File: config.mk
export PLATFORM = sky130hd
export DESIGN_NAME = adjacency_matrix_graph_store_core
export DESIGN_NICKNAME = d
export VERILOG_FILES = /design/src/sv/amgs_pkg.sv /design/src/sv/amgs_label_table.sv /design/src/sv/adjacency_matrix_graph_store_core.sv
export SDC_FILE = /design/constraint.sdc
export NUM_CORES = 1
export LEC_CHECK = 0
export BUFFER_PORTS_ARGS = -buffer_cell sky130_fd_sc_hd__buf_2
export CORE_MARGIN = 2
export CORE_UTILIZATION = 55
export CTS_CLUSTER_DIAMETER = 200
export CTS_CLUSTER_SIZE = 25
export DETAILED_ROUTE_END_ITERATION = 10
export HOLD_SLACK_MARGIN = 0.15
export PLACE_DENSITY = 0.84
export SYNTH_ARGS = -nofsm -noshare
export SYNTH_HDL_FRONTEND = slang
export SYNTH_SLANG_ARGS = --single-unit
export TNS_END_PERCENT = 100
File: constraint.sdc
create_clock -name clock -period 4.4 [get_ports clock]
set_clock_uncertainty 0.15 [all_clocks]
set_input_delay 0.66 -clock clock [delete_from_list [all_inputs] [get_ports clock]]
set_output_delay 0.66 -clock clock [all_outputs]
set_load 0.02 [all_outputs]
File: src/sv/amgs_pkg.sv
// types and codes shared by the graph store modules
package amgs_pkg;

   localparam int LABEL_W = 32;
   localparam int VCOUNT_W = 4;
   localparam int STATUS_W = 3;

   typedef logic signed [LABEL_W-1:0] label_type;

   typedef enum logic [1:0] {
      FUNC_INSERT     = 2'd0,
      FUNC_SET_EDGE   = 2'd1,
      FUNC_CLEAR_EDGE = 2'd2,
      FUNC_QUERY_EDGE = 2'd3
   } func_type;

   typedef enum logic [STATUS_W-1:0] {
      STATUS_OK        = 3'd0,
      STATUS_REFUSED   = 3'd1,
      STATUS_NO_ORIGIN = 3'd2,
      STATUS_NO_DEST   = 3'd3,
      STATUS_NO_BOTH   = 3'd4
   } status_type;

   typedef enum logic [2:0] {
      S_IDLE,
      S_SEARCH,
      S_DECIDE,
      S_ROW_UPDATE,
      S_RESP
   } state_type;

   typedef struct packed {
      func_type  func;
      label_type first_label;
      label_type second_label;
   } req_type;

   typedef struct packed {
      status_type          status;
      logic                edge_present;
      logic [VCOUNT_W-1:0] vertex_count;
   } rsp_type;

   // result of one label compare, one slot per cycle
   typedef struct packed {
      logic valid;
      logic hit_first;
      logic hit_second;
   } match_type;

endpackage

File: src/sv/amgs_label_table.sv
// label memory with one read port and the shared label comparator
module amgs_label_table #(
   parameter int MAX_VERTICES = 8
) (
   input  logic                                 clock,
   input  logic                                 reset,
   input  logic                                 wr_en,
   input  logic [$clog2(MAX_VERTICES)-1:0]      wr_addr,
   input  amgs_pkg::label_type                  wr_data,
   input  logic                                 rd_en,
   input  logic [$clog2(MAX_VERTICES)-1:0]      rd_addr,
   input  amgs_pkg::label_type                  key_first,
   input  amgs_pkg::label_type                  key_second,
   output amgs_pkg::match_type                  match
);
   import amgs_pkg::*;

   label_type label_mem [MAX_VERTICES];
   label_type rd_data_ff;
   logic      rd_vld_ff;
   logic      rd_vld_in;

   always_ff @(posedge clock) begin
      if (wr_en) begin
         label_mem[wr_addr] <= wr_data;
      end
      if (rd_en) begin
         rd_data_ff <= label_mem[rd_addr];
      end
   end

   assign rd_vld_in = rd_en;

   always_ff @(posedge clock) begin
      if (reset) begin
         rd_vld_ff <= 1'b0;
      end else begin
         rd_vld_ff <= rd_vld_in;
      end
   end

   // raw bit-pattern compare against both endpoint keys
   always_comb begin
      match.valid      = rd_vld_ff;
      match.hit_first  = (rd_data_ff == key_first);
      match.hit_second = (rd_data_ff == key_second);
   end

endmodule

File: src/sv/adjacency_matrix_graph_store_core.sv
// directed graph store: label table, search sequencer and edge bit matrix
// an accepted word passes through the search and decide steps, and also a row update
//    step when an edge command finds both labels, before rsp_valid is raised
// one command at a time: the next word is taken only after the result is taken
// the search reads one stored label per cycle, edge rows are read-modify-written once per set or clear
// synchronous active-high reset empties the table and invalidates all edge rows at once
module adjacency_matrix_graph_store_core #(
   parameter int MAX_VERTICES = 8
) (
   input  logic              clock,
   input  logic              reset,
   input  logic              req_valid,
   output logic              req_ready,
   input  amgs_pkg::req_type req_data,
   output logic              rsp_valid,
   input  logic              rsp_ready,
   output amgs_pkg::rsp_type rsp_data
);
   import amgs_pkg::*;

   localparam int IDX_W = $clog2(MAX_VERTICES);
   localparam int CNT_W = $clog2(MAX_VERTICES + 1);
   localparam logic [CNT_W-1:0] FULL = CNT_W'(MAX_VERTICES);

   // sequencer state
   state_type state_ff, state_in;

   // command held for the whole operation
   req_type cmd_ff, cmd_in;

   // search counter and fill count
   logic [CNT_W-1:0] idx_ff, idx_in;
   logic [CNT_W-1:0] fill_ff, fill_in;
   logic [IDX_W-1:0] rd_idx_ff, rd_idx_in;

   // search results: first matching slot of each endpoint
   logic             found_o_ff, found_o_in;
   logic             found_d_ff, found_d_in;
   logic [IDX_W-1:0] slot_o_ff, slot_o_in;
   logic [IDX_W-1:0] slot_d_ff, slot_d_in;

   // result word register
   rsp_type rsp_ff, rsp_in;

   // edge matrix: one row per origin slot, rows valid after first write
   logic [MAX_VERTICES-1:0] edge_mem [MAX_VERTICES];
   logic [MAX_VERTICES-1:0] row_rd_ff;
   logic                    row_ok_ff;
   logic [MAX_VERTICES-1:0] row_valid_ff, row_valid_in;
   logic [MAX_VERTICES-1:0] row_cur;
   logic [MAX_VERTICES-1:0] row_new;
   logic [MAX_VERTICES-1:0] dest_bit;

   // control strobes from the output decode
   logic search_rd;
   logic lbl_wr;
   logic row_wr;

   logic       search_more;
   logic       insert_ok;
   match_type  match;

   amgs_label_table #(
      .MAX_VERTICES(MAX_VERTICES)
   ) u_label_table (
      .clock      (clock),
      .reset      (reset),
      .wr_en      (lbl_wr),
      .wr_addr    (fill_ff[IDX_W-1:0]),
      .wr_data    (cmd_ff.first_label),
      .rd_en      (search_rd),
      .rd_addr    (idx_ff[IDX_W-1:0]),
      .key_first  (cmd_ff.first_label),
      .key_second (cmd_ff.second_label),
      .match      (match)
   );

   assign search_more = (idx_ff != fill_ff);
   // a full table or an existing label refuses the insert
   assign insert_ok   = !found_o_ff && (fill_ff != FULL);

   // next state
   always_comb begin
      state_in = state_ff;
      case (state_ff)
         S_IDLE: begin
            if (req_valid) begin
               state_in = S_SEARCH;
            end
         end
         S_SEARCH: begin
            // last compare lands on the edge that leaves this state
            if (!search_more) begin
               state_in = S_DECIDE;
            end
         end
         S_DECIDE: begin
            if (cmd_ff.func != FUNC_INSERT && found_o_ff && found_d_ff) begin
               state_in = S_ROW_UPDATE;
            end else begin
               state_in = S_RESP;
            end
         end
         S_ROW_UPDATE: begin
            state_in = S_RESP;
         end
         S_RESP: begin
            if (rsp_ready) begin
               state_in = S_IDLE;
            end
         end
         default: begin
            state_in = S_IDLE;
         end
      endcase
   end

   // outputs and strobes
   always_comb begin
      req_ready = 1'b0;
      rsp_valid = 1'b0;
      search_rd = 1'b0;
      lbl_wr    = 1'b0;
      row_wr    = 1'b0;
      case (state_ff)
         S_IDLE: begin
            req_ready = 1'b1;
         end
         S_SEARCH: begin
            search_rd = search_more;
         end
         S_DECIDE: begin
            lbl_wr = (cmd_ff.func == FUNC_INSERT) && insert_ok;
         end
         S_ROW_UPDATE: begin
            row_wr = (cmd_ff.func inside {FUNC_SET_EDGE, FUNC_CLEAR_EDGE});
         end
         S_RESP: begin
            rsp_valid = 1'b1;
         end
         default: begin
            req_ready = 1'b0;
         end
      endcase
   end

   assign rsp_data = rsp_ff;

   // row modify path
   always_comb begin
      row_cur = row_ok_ff ? row_rd_ff : '0;
      dest_bit = '0;
      dest_bit[slot_d_ff] = 1'b1;
      case (cmd_ff.func)
         FUNC_SET_EDGE:   row_new = row_cur | dest_bit;
         FUNC_CLEAR_EDGE: row_new = row_cur & ~dest_bit;
         default:         row_new = row_cur;
      endcase
   end

   // datapath next values
   always_comb begin
      cmd_in       = cmd_ff;
      idx_in       = idx_ff;
      fill_in      = fill_ff;
      rd_idx_in    = rd_idx_ff;
      found_o_in   = found_o_ff;
      found_d_in   = found_d_ff;
      slot_o_in    = slot_o_ff;
      slot_d_in    = slot_d_ff;
      rsp_in       = rsp_ff;
      row_valid_in = row_valid_ff;

      if (req_valid && req_ready) begin
         cmd_in     = req_data;
         idx_in     = '0;
         found_o_in = 1'b0;
         found_d_in = 1'b0;
      end

      if (search_rd) begin
         idx_in    = idx_ff + CNT_W'(1);
         rd_idx_in = idx_ff[IDX_W-1:0];
      end

      // first match wins for each endpoint
      if (match.valid) begin
         if (match.hit_first && !found_o_ff) begin
            found_o_in = 1'b1;
            slot_o_in  = rd_idx_ff;
         end
         if (match.hit_second && !found_d_ff) begin
            found_d_in = 1'b1;
            slot_d_in  = rd_idx_ff;
         end
      end

      if (lbl_wr) begin
         fill_in = fill_ff + CNT_W'(1);
      end

      if (state_ff == S_DECIDE) begin
         rsp_in.edge_present = 1'b0;
         rsp_in.vertex_count = VCOUNT_W'(fill_in);
         if (cmd_ff.func == FUNC_INSERT) begin
            rsp_in.status = insert_ok ? STATUS_OK : STATUS_REFUSED;
         end else if (!found_o_ff && !found_d_ff) begin
            rsp_in.status = STATUS_NO_BOTH;
         end else if (!found_o_ff) begin
            rsp_in.status = STATUS_NO_ORIGIN;
         end else if (!found_d_ff) begin
            rsp_in.status = STATUS_NO_DEST;
         end else begin
            rsp_in.status = STATUS_OK;
         end
      end

      if (state_ff == S_ROW_UPDATE) begin
         rsp_in.edge_present = (cmd_ff.func == FUNC_QUERY_EDGE) && row_cur[slot_d_ff];
      end

      if (row_wr) begin
         row_valid_in[slot_o_ff] = 1'b1;
      end
   end

   // control registers
   always_ff @(posedge clock) begin
      if (reset) begin
         state_ff     <= S_IDLE;
         fill_ff      <= '0;
         found_o_ff   <= 1'b0;
         found_d_ff   <= 1'b0;
         idx_ff       <= '0;
         row_valid_ff <= '0;
      end else begin
         state_ff     <= state_in;
         fill_ff      <= fill_in;
         found_o_ff   <= found_o_in;
         found_d_ff   <= found_d_in;
         idx_ff       <= idx_in;
         row_valid_ff <= row_valid_in;
      end
   end

   // payload registers
   always_ff @(posedge clock) begin
      cmd_ff    <= cmd_in;
      rd_idx_ff <= rd_idx_in;
      slot_o_ff <= slot_o_in;
      slot_d_ff <= slot_d_in;
      rsp_ff    <= rsp_in;
   end

   // edge matrix port: row of the origin slot is read every cycle,
   // written back once in the update step of a set or clear command
   always_ff @(posedge clock) begin
      row_rd_ff <= edge_mem[slot_o_ff];
      row_ok_ff <= row_valid_ff[slot_o_ff];
      if (row_wr) begin
         edge_mem[slot_o_ff] <= row_new;
      end
   end

endmodule

=== After elaboration in Yosys (flattened, before gate mapping) ===
Memories as Yosys holds them, arrays and structs flattened. A register that Yosys moved wholly into a read port is not among the register bits.
Cells that the tools add are included.

* Bits in writable memories: 320
* Bits of input ports: 70
* Output and inout bits: 10
* Memories: 2
* Flip-flop bits (word level): 106
* Word-level logic and storage cells: 105

{| class="wikitable"
|+ Memory list
! memory !! depth !! bits a word !! read ports !! clocked after memory_dff !! write ports !! RTL line !! source
|-
| u_label_table.label_mem || 8 || 32 || 1 || 1 || 1 || amgs_label_table.sv:18 || <nowiki>label_type label_mem [MAX_VERTICES];</nowiki>
|-
| edge_mem || 8 || 8 || 1 || 1 || 1 || adjacency_matrix_graph_store_core.sv:46 || <nowiki>logic [MAX_VERTICES-1:0] edge_mem [MAX_VERTICES];</nowiki>
|}

* Magnitude comparators: 4
* Mux-type cells: 40
* Eq/ne operators: 14
* $add $sub $neg: 2
* Bitwise gates (word level): 4
* Reduce and logical (&&, ||, !) cells: 22

{| class="wikitable"
|+ Operators with widths
! operator !! number
|-
| == test 32 bit || 2
|-
| two-way mux 1 bit || 21
|-
| two-way mux 3 bit || 6
|-
| OR 8 bit || 2
|-
| case mux 8 bit (2 select lines) || 1
|-
| case mux 3 bit (5 select lines) || 1
|-
| two-way mux 4 bit || 3
|-
| logical AND 1 bit || 11
|-
| adder 4 x 1 -> 4 bit (second input constant) || 2
|-
| bitwise AND 8 bit || 1
|-
| less-than comparator 3 x 4 -> 1 bit (second input constant) || 2
|-
| two-way mux 8 bit || 1
|-
| inverter 8 bit || 1
|-
| nonzero test 2 bit || 4
|-
| binary-select mux 1 bit (select 3 bit) || 2
|-
| demux 1 bit (select 3 bit) || 2
|-
| == test 3 x 2 -> 1 bit (second input constant) || 2
|-
| >= comparator 3 x 1 -> 1 bit (second input constant) || 2
|-
| inequality test 2 bit (second input constant) || 3
|-
| two-way mux 5 bit || 1
|-
| == test 2 bit (second input constant) || 2
|-
| two-way mux 2 bit || 2
|-
| inequality test 4 bit || 1
|-
| inequality test 4 bit (second input constant) || 1
|-
| other kinds (8) || 10
|}

=== Longest topological paths before layout ===
* Depth in word-level cells: 7
* Gate-level depth with buffers: 8
* Gate-level depth less buffers: 7

=== Hierarchy ===
Synthesis repeated with hierarchy kept, for this count alone.

* Cells, all modules: 952
* Area, all modules: 18,297.5 µm²

{| class="wikitable"
|+ By module, submodules not included
! module !! instances !! sequential area each (µm²) !! cells each !! area each (µm²)
|-
| amgs_label_table || 1 || 8,668.3 || 504 || 11,513.5
|-
| adjacency_matrix_graph_store_core || 1 || 5,014.8 || 448 || 6,784.0
|}

=== Worst setup path after synthesis ===
OpenSTA, ideal clock, no wires.

* Kind: flip-flop to flip-flop
* From: register state_ff[1]
* To: memory u_label_table.label_mem[0][0] (netlist bit) (enable)
* Clock period less this slack: 4.108 ns
* Arrival: 3.496 ns
* Library setup time: 0.461 ns
* Stages on the path, launching flop included: 6
* Path buffers: 1
* Data required time: 3.789 ns
* Path slack: 0.292 ns
* Cell sequence: dfxtp_1 nor3b_2 and4_1 buf_4 nand2_1 nor3_1

* Cells in the longest elaborated chain, start to end: 4

{| class="wikitable"
|+ RTL lines
! item !! RTL line !! source
|-
| start: declaration || adjacency_matrix_graph_store_core.sv:26 || <nowiki>state_type state_ff, state_in;</nowiki>
|-
| start signal: assignment || adjacency_matrix_graph_store_core.sv:237 || <nowiki>state_ff <= state_in;</nowiki>
|-
| == test 3 x 2 -> 1 bit || adjacency_matrix_graph_store_core.sv:125 || <nowiki>case (state_ff)</nowiki>
|-
| two-way mux 1 bit || adjacency_matrix_graph_store_core.sv:125 ||
|-
| two-way mux 1 bit || amgs_label_table.sv:24 || <nowiki>if (wr_en) begin</nowiki>
|-
| two-way mux 1 bit (not written as such) || amgs_label_table.sv:25 || <nowiki>label_mem[wr_addr] <= wr_data;</nowiki>
|-
| end: declaration || amgs_label_table.sv:18 ||
|}

Every way passes these cells.

=== Worst setup path in the final report ===
* From: register state_ff[1]
* To: memory u_label_table.label_mem[7][29] (netlist bit) (enable)

The elaborated chain is that of the path after synthesis.

==> flow_summary.toml <==
[yosys]
syn_nets = 998
synth_enable_flop_cells = 435
total_of_warnings_raised_by_yosys = 0
portion_of_the_post_synthesis_area_used_by_sequential_elements_pct = 76.40
post-synth-top-area-fraction_pct = 72.94
synth_area_leaders = "edfxtp_1 73%, mux4_2 8.6%, dfxtp_1 3.5%"
avgSynthCellArea_um2 = 19.45
synth.lib_cells_used.distinct = 52
most_area_hungry_cell_type_in_the_yosys_netlist = "edfxtp_1"
synthArstFlopShare_pct = 0
synth_seq_cells = 466
synth_cells = 921
syn_area_mm2 = 0.01791
synth_top_flop_cell = "edfxtp_1"

[power_and_ir_drop]
report.power.total_uw = 7572
p_int_uw = 6022
power.clock.fraction_pct = 29.2
power_frac_seq_pct = 67.0
leakage_uw = 0.006402
cellPowerDensity_mw_per_mm2 = 376.1
ir_worst_vdd_mv = 0.3156
total_switching_power_uw = 1550
power.share.combinational_pct = 3.7
swShare_pct = 20.47

[cells_and_area]
drive_above_1_share_pct = 23.38
final_core_utilization_pct = 62.36
layout.cell_area.non_filler_mm2 = 0.02013
most_common_library_cell_in_the_layout_ignoring_fill_and_taps = "edfxtp_1"
final_net_count = 1149
final_cell_mix = "435 x edfxtp_1, 79 x buf_2, 68 x mux4_2"
diodes = 0
area_overhead_of_the_layout_relative_to_synthesis_pct = 12.42

[critical_path]
crit-reg2reg-launch = "state_ff[1]"
timing.reg2reg.worst_path_depth = 4
worst-r2r-setup-slack_ns = 1.40
worstSetupStartpointType = "flip-flop"
timing.critical_path.arrival_ns = 3.10
end_kind = "flip-flop"
timing.critical_path.required_ns = 4.51
crit_start = "state_ff[1]"
reg2reg_end = "u_label_table.label_mem[7][29]"
path_max_fanout = 25
setup.worst_path.end = "u_label_table.label_mem[7][29]"
critical_path_class = "reg2reg"

[clock_tree]
ctsHoldBuffers = 65
worstSkewPairLatency_ns = 0.55
cts_post_setup_buffers_inserted = 0
cts-root-to-sink-buffers = 3
cts_resized = 0
tritoncts = "yes"
cts_root_buffer = "clkbuf_16"
clkSinkCount = 466
clk_pin_slew_worst_paths_ns = 0.10
htree_levels = 1
cts_buffers = 22

[placed_design]
place_hpwl_um = 21720
routabilityCongestion = 0.8274
dpl_cell_area_mm2 = 0.01888
preCtsSetupSlack_ns = 1.356
place.port_buffers = 79

[timing]
rsz_0062_raised_after_global_routing = "false"
fin_setup_tns_ns = 0
final.period_utilization_pct = 68.11
worstMarginPinSlew_ns = 1.088
worst_slack_ns = 1.403
hold_viol_final = 0
period_minus_slack_ns = 2.997
slew_violations = 0
peak_clock_frequency_supported_by_timing_mhz = 333.7
maxSlewHeadroom_pct = 27.20
timing.final.setup_violations = 0

[drt]
detail_route.wl_per_cell_um = 24.43
routed_wirelength_um = 37140
via_per_inst = 6.064
detail_route.iter0.violations = 1085
drcViolationCount = 0
drt_first_pass_iters = 7
num_vias = 9218
post_drt_antenna_nets = 0

[floorplan]
io_pins = 80
placement_rows = 66
chipWidth_um = 184.5
core_area_mm2 = 0.03229
die_y_um = 184.5
fp.dieArea_mm2 = 0.03402
start_util_pct = 55.47

[grt]
grt_pass1_vias = 9268
grt_antenna_before_repair = 0
grt_first_pass_wirelength_um = 55440
grt_max_degree = 69
globalRouteOverflowTotal = 0
grt_usage_pct = 22.16

[min_path]
min-delay-path-class = "in2reg"

[outcome]
status = "finished, final reports clean"

[run]
max_cap_viols = 0
==> cell families after synthesis <==
| family | share of synthesized area (%) |
|---|---|
| muxes | 11.42 |
| DFF | 76.40 |
| AOI/OAI and AO/OA | 3.263 |
| xor gates and xnor gates | 3.563 |
| and+or+nand+nor | 3.689 |
| adders and majority gates | 0.4890 |
| buffers and inverters | 1.174 |
==> worst min path at each step <==
stage                            start           end  slack, ns  cells after the start
after floorplan           rd_idx_ff[0]  slot_d_ff[0]       0.27                      0
after global placement    rd_idx_ff[1]  slot_o_ff[1]       0.29                      0
after detailed placement  rd_idx_ff[0]  slot_d_ff[0]       0.28                      0
after CTS                 req_data[39]    cmd_ff[39]       0.15                      1
after global routing      req_data[39]    cmd_ff[39]       0.16                      1
final                     req_data[39]    cmd_ff[39]       0.17                      1
==> power by group through the flow <==
stage	clock [µW]	combinational, µW	sequential, µW
floorplan	0	138	5130
global placement	0	226	5170
detailed placement	0	233	5180
CTS	2230	279	5080
global route	2390	304	5090
finish	2210	284	5080
==> cell type report <==
type                            instances  area, µm²
Clock buffer                           28      573.1
Clock inverter                          2      27.53
Fill cell                            2121      12150
Inverter                               14      52.55
Multi-Input combinational cell        407       4065
Sequential cell                       466      13690
Tap cell                              442      553.0
Timing Repair Buffer                  161       1174
==> worst max-delay path, cell delays in order (launching register included) <==
cell     delay (ns)
dfxtp_1        0.44
nor3b_2        0.53
and4_1         0.42
and4_2         0.83
buf_4          0.32
==> cell usage after synthesis (all sizes together) (10+ instances only) <==
cell type,instances
a21oi,18
nand4,11
a221oi,15
dfxtp,31
o21ai,19
xor2,29
buf,17
inv,13
nor4,10
nor2,45
nand2,27
clkbuf,17
mux2,43
mux4,68
xnor2,43
edfxtp,435
==> layer usage <==
metal | part of all wire [%] | wire length, µm | GRT usage, %
met2 | 50 | 18490 | 36.68
met5 | 0 | 0 | 0
met1 | 39 | 14600 | 31.09
met4 | 2.7 | 1012 | 6.144
met3 | 8.2 | 3041 | 3.399
==> per-stage QoR <==
step / instances / hold WS [ns]
after global placement: 1425 / 0.2855
after floorplan: 921 / 0.2715
after global routing: 1520 / 0.1567
after CTS: 1520 / 0.1504
after detailed placement: 1425 / 0.2798
final: 1520 / 0.1696
==> flip-flops by register name, indices dropped and copies added (netlist names) <==
name / count
slot_d_ff: 3
cmd_ff: 66
idx_ff: 4
state_ff: 3
u_label_table.rd_vld_ff: 1
rsp_data: 8
rd_idx_ff: 3
row_ok_ff: 1
u_label_table.label_mem: 256
found_d_ff: 1
edge_mem: 64
fill_ff: 4
row_valid_ff: 8
row_rd_ff: 8
found_o_ff: 1
u_label_table.rd_data_ff: 32
slot_o_ff: 3
Note: power is estimated with default switching activity, not from simulation.
